$ cat src/twa_pkg.sv
`default_nettype none
package twa_pkg;
   localparam int TileW = 64;
   localparam int TileH = 64;
   localparam int MaxReach = 8;
   localparam int AddrW = 12;
   localparam int SumW = 25;
   localparam int CntW = 9;
   localparam logic [15:0] OneQ412 = 16'd4096;

   localparam logic [1:0] CSR_REACH = 2'd0;
   localparam logic [1:0] CSR_STEP = 2'd1;
   localparam logic [1:0] CSR_THRESH = 2'd2;

   typedef struct packed {
      logic start;
      logic write;
      logic centre;
      logic scan;
      logic div_start;
   } cmd_type;

   typedef struct packed {
      logic scan_done;
      logic div_done;
   } status_type;
endpackage
`default_nettype wire

$ cat src/twa_control.sv
`default_nettype none
module twa_control (
   input  wire logic                 clock,
   input  wire logic                 reset,
   input  wire logic                 req_tvalid,
   output logic                      req_tready,
   input  wire logic                 func,
   output logic                      rsp_tvalid,
   input  wire logic                 rsp_tready,
   output logic                      load_result,
   output logic                      zero_result,
   output twa_pkg::cmd_type          cmd,
   input  wire twa_pkg::status_type  status
);
   localparam logic [2:0] S_IDLE = 3'd0, S_CENTRE = 3'd1, S_SCAN = 3'd2,
                          S_DIV = 3'd3, S_WAIT = 3'd4, S_DONE = 3'd5;
   logic [2:0] state_ff, state_in;
   logic rsp_valid_ff, rsp_valid_in;
   logic acc;

   assign req_tready = (state_ff == S_IDLE) && !rsp_valid_ff;
   assign acc = req_tvalid && req_tready;
   assign rsp_tvalid = rsp_valid_ff;

   always_comb begin
      state_in = state_ff;
      rsp_valid_in = rsp_valid_ff && !rsp_tready;
      cmd = '0;
      load_result = 1'b0;
      zero_result = 1'b0;
      unique case (state_ff)
         S_IDLE: begin
            if (acc) begin
               if (!func) begin
                  cmd.write = 1'b1;
                  zero_result = 1'b1;
                  load_result = 1'b1;
                  rsp_valid_in = 1'b1;
               end else begin
                  cmd.start = 1'b1;
                  state_in = S_CENTRE;
               end
            end
         end
         S_CENTRE: begin
            cmd.centre = 1'b1;
            state_in = S_SCAN;
         end
         S_SCAN: begin
            cmd.scan = 1'b1;
            if (status.scan_done) state_in = S_DIV;
         end
         S_DIV: begin
            cmd.div_start = 1'b1;
            state_in = S_WAIT;
         end
         S_WAIT: if (status.div_done) state_in = S_DONE;
         S_DONE: begin
            load_result = 1'b1;
            rsp_valid_in = 1'b1;
            state_in = S_IDLE;
         end
         default: state_in = S_IDLE;
      endcase
   end

   always_ff @(posedge clock) begin
      if (reset) begin
         state_ff <= S_IDLE;
         rsp_valid_ff <= 1'b0;
      end else begin
         state_ff <= state_in;
         rsp_valid_ff <= rsp_valid_in;
      end
   end
endmodule
`default_nettype wire

$ cat config.mk
export PLATFORM = sky130hd
export DESIGN_NAME = twa_control
export DESIGN_NICKNAME = d
export VERILOG_FILES = /design/src/twa_pkg.sv /design/src/twa_control.sv
export SDC_FILE = /design/constraint.sdc
export NUM_CORES = 1
export LEC_CHECK = 0
export BUFFER_PORTS_ARGS = -buffer_cell sky130_fd_sc_hd__buf_2
export CAP_MARGIN = 20
export CORE_AREA = 2 2 39 41
export CTS_CLUSTER_DIAMETER = 40
export CTS_CLUSTER_SIZE = 12
export DETAILED_ROUTE_END_ITERATION = 10
export DIE_AREA = 0 0 41 43
export SLEW_MARGIN = 20
export SYNTH_ARGS = -nofsm -noshare
export SYNTH_HDL_FRONTEND = slang
export SYNTH_SLANG_ARGS = --single-unit
$ cat constraint.sdc
create_clock -name clock -period 1.4 [get_ports clock]
set_input_delay 0 -clock clock [delete_from_list [all_inputs] [get_ports clock]]
set_output_delay 0 -clock clock [all_outputs]
set_load 0.02 [all_outputs]
==> results.py <==
metrics = {
    "logic_synthesis": {
        "syn_area_um2": 240,
        "synthDistinctLibCells": 18,
        "yosys_register_bits": 4,
        "synth_warnings": 0,
        "yosysSeqAreaShare_pct": 33.3,
        "synth_nets": 36,
        "synthCells": 29,
        "syn_area_per_cell_um2": 8.28,
    },
    "timing": {
        "hold_violations": 0,
        "drv_slew": 0,
        "finClkSkew_ns": 0.00333,
        "hold_slack_ns": 0.0788,
        "max_slew_margin_pct": 76.1,
        "max_freq_mhz": 770,
        "fin_setup_tns_ns": 0,
        "finalCritPeriodShare_pct": 92.8,
        "grt_setup_unrepaired": "no",
        "worst_pin_slew_ns": 0.357,
        "setup_viol": 0,
        "period_minus_slack_ns": 1.30,
    },
    "cells_and_area": {
        "layout_commonest_cell": "buf_2",
        "nets": 55,
        "syn2layout_area_growth_pct": 48.4,
        "drive_above_1_share_pct": 45.7,
        "utilization_pct": 25.8,
        "antenna_cells": 0,
        "final_cell_mix": "buf_2, dfxtp_1",
        "design_area_um2": 357,
    },
    "setup_path": {
        "worstPathMaxFanout": 7,
        "critPathRequiredTime_ns": 1.40,
        "ff2ff_path_depth": 3,
        "crit_type": "reg -> out",
        "rrSetupSlack_ns": 0.28,
        "arrival_ns": 1.30,
        "timing.rr.end": "rsp_tvalid",
        "r2r_start": "state_ff[1]",
        "startpoint_type": "register",
        "endpoint_kind": "output pin",
    },
    "cts": {
        "root_buffer": "clkbuf_4",
        "htree_levels": 1,
        "clkTransAtPathRegs_ns": 0.04,
        "cts_max_path_buffers": 2,
        "numCtsBuffers": 3,
        "clk_latency_ns": 0.23,
        "cts_tree": "yes",
        "numClockSinks": 4,
        "cts_resized": 0,
    },
    "floorplanning": {
        "die-area_um2": 1760,
        "die_y_um": 43,
        "core_area_um2": 1380,
        "io_pins": 16,
        "rows": 14,
        "dieWidth_um": 41,
        "start_util_pct": 17.4,
    },
    "grt": {
        "grt_usage_pct": 7.33,
        "grt_pass1_vias": 238,
        "grt.overflow.total": 0,
        "grt_max_degree": 11,
        "antenna_found_initial": 0,
        "grt_pass1_wl_um": 834,
    },
    "detailed_routing": {
        "drc": 0,
        "ant_nets": 0,
        "num_vias": 266,
        "drt_pre_antenna_iters": 4,
        "vias_per_cell": 4.29,
        "route.detailed.wl_per_inst_um": 9.16,
        "drt_iter0_drc": 1,
        "finalWirelength_um": 568,
    },
    "hold_path": {
        "hold_path.class": "in -> reg",
        "min_to": "state_ff[0]",
        "whs_path_depth": 3,
        "hold_path_startpoint": "req_tvalid",
    },
    "power_and_ir_drop": {
        "p_sw_share_pct": 29.8,
        "power.leakage_nw": 0.189,
        "clkPwrFrac_pct": 37.6,
        "pwr-share-comb_pct": 25.9,
        "intPower_uw": 260,
        "power_density_nw_per_um2": 1040,
        "ir_drop_mv": 0.440,
        "power.switching_uw": 110,
        "seqPwrFrac_pct": 36.5,
    },
    "placed_design": {
        "place_area_um2": 324,
        "gp_congestion": 0.658,
        "portBuffers": 15,
        "dpl.hpwl_um": 457,
    },
    "flow_run": {
        "cap_viol_max_count": 0,
    },
    "run_status": {
        "status": "complete, no violations",
    },
}
[metal layers]
layer / GRT usage (%) / wire length (um)
met1: 7.72 / 248
met2: 10.6 / 240
met3: 7.85 / 79
met4: 0 / 0
met5: 0 / 0
[logic make-up after synthesis]
| family | Yosys count | synth area share [%] |
|---|---|---|
| AO/OA/AOI/OAI | 7 | 19.8 |
| buffers and inverters | 5 | 9.89 |
| flip-flops | 4 | 33.3 |
| AND/OR/NAND/NOR | 13 | 37.0 |
[worst max-delay path by stage]
stage	slack, ns	startpoint	to
after floorplan	0.05	state_ff[1]	rsp_tvalid
after global placement	0.31	state_ff[1]	rsp_tvalid
after detailed placement	0.27	state_ff[1]	rsp_tvalid
after CTS	0.07	state_ff[2]	zero_result
after global routing	0.0002	state_ff[2]	load_result
final	0.10	state_ff[0]	zero_result
[flip-flops by register name (all words and copies together), names as in the netlist]
register,cells
rsp_tvalid,1
state_ff,3
[cell usage after synthesis]
master,n,area (um2)
buf_2,1,5.00
nor2_1,3,11.3
and2_1,1,6.26
nor4_4,1,21.3
buf_4,1,7.51
o21ba_1,1,10.0
and3_1,1,6.26
o21ba_2,1,10.0
nand3_1,1,5.00
a31oi_1,1,6.26
nand2_1,2,7.51
o22ai_1,1,6.26
dfxtp_1,4,80.1
nand4_1,1,6.26
a21oi_1,3,15.0
nor4bb_1,1,10.0
nor3b_1,2,15.0
inv_1,3,11.3
[final cells by class]
type | instances | area, um2
Inverter | 3 | 11.3
Tap cell | 16 | 20.0
Timing Repair Buffer | 16 | 85.1
Sequential cell | 4 | 80.1
Clock buffer | 3 | 22.5
Fill cell | 155 | 1030
Multi-Input combinational cell | 20 | 138
[power groups by stage]
stage | Clock (mW) | Sequential [mW] | Combinational [mW]
after floorplan | 0 | 0.132 | 0.0678
after global placement | 0 | 0.136 | 0.0934
after detailed placement | 0 | 0.137 | 0.0931
after CTS | 0.149 | 0.135 | 0.0954
after global routing | 0.155 | 0.136 | 0.104
final | 0.139 | 0.135 | 0.0956
[worst max-delay path, cell delays in order, from the launching register on]
cell	delay, ns
dfxtp_1	0.37
nor4_4	0.30
and3_2	0.23
buf_2	0.16
[through the flow]
step / cells / power [mW] / setup WS [ns]
after global routing: 62 / 0.396 / 0.000165
after global placement: 58 / 0.230 / 0.308
after detailed placement: 58 / 0.230 / 0.266
after floorplan: 29 / 0.200 / 0.0549
final: 62 / 0.370 / 0.101
after CTS: 62 / 0.379 / 0.0656
[repair_timing]
action,4_1_cts,5_1_grt
buffers inserted,0,0
endpoints found under the setup margin,0,1
hold buffers,1,0
endpoints found under the hold margin,2,0
No activity file was read; power rests on OpenSTA's default activity.
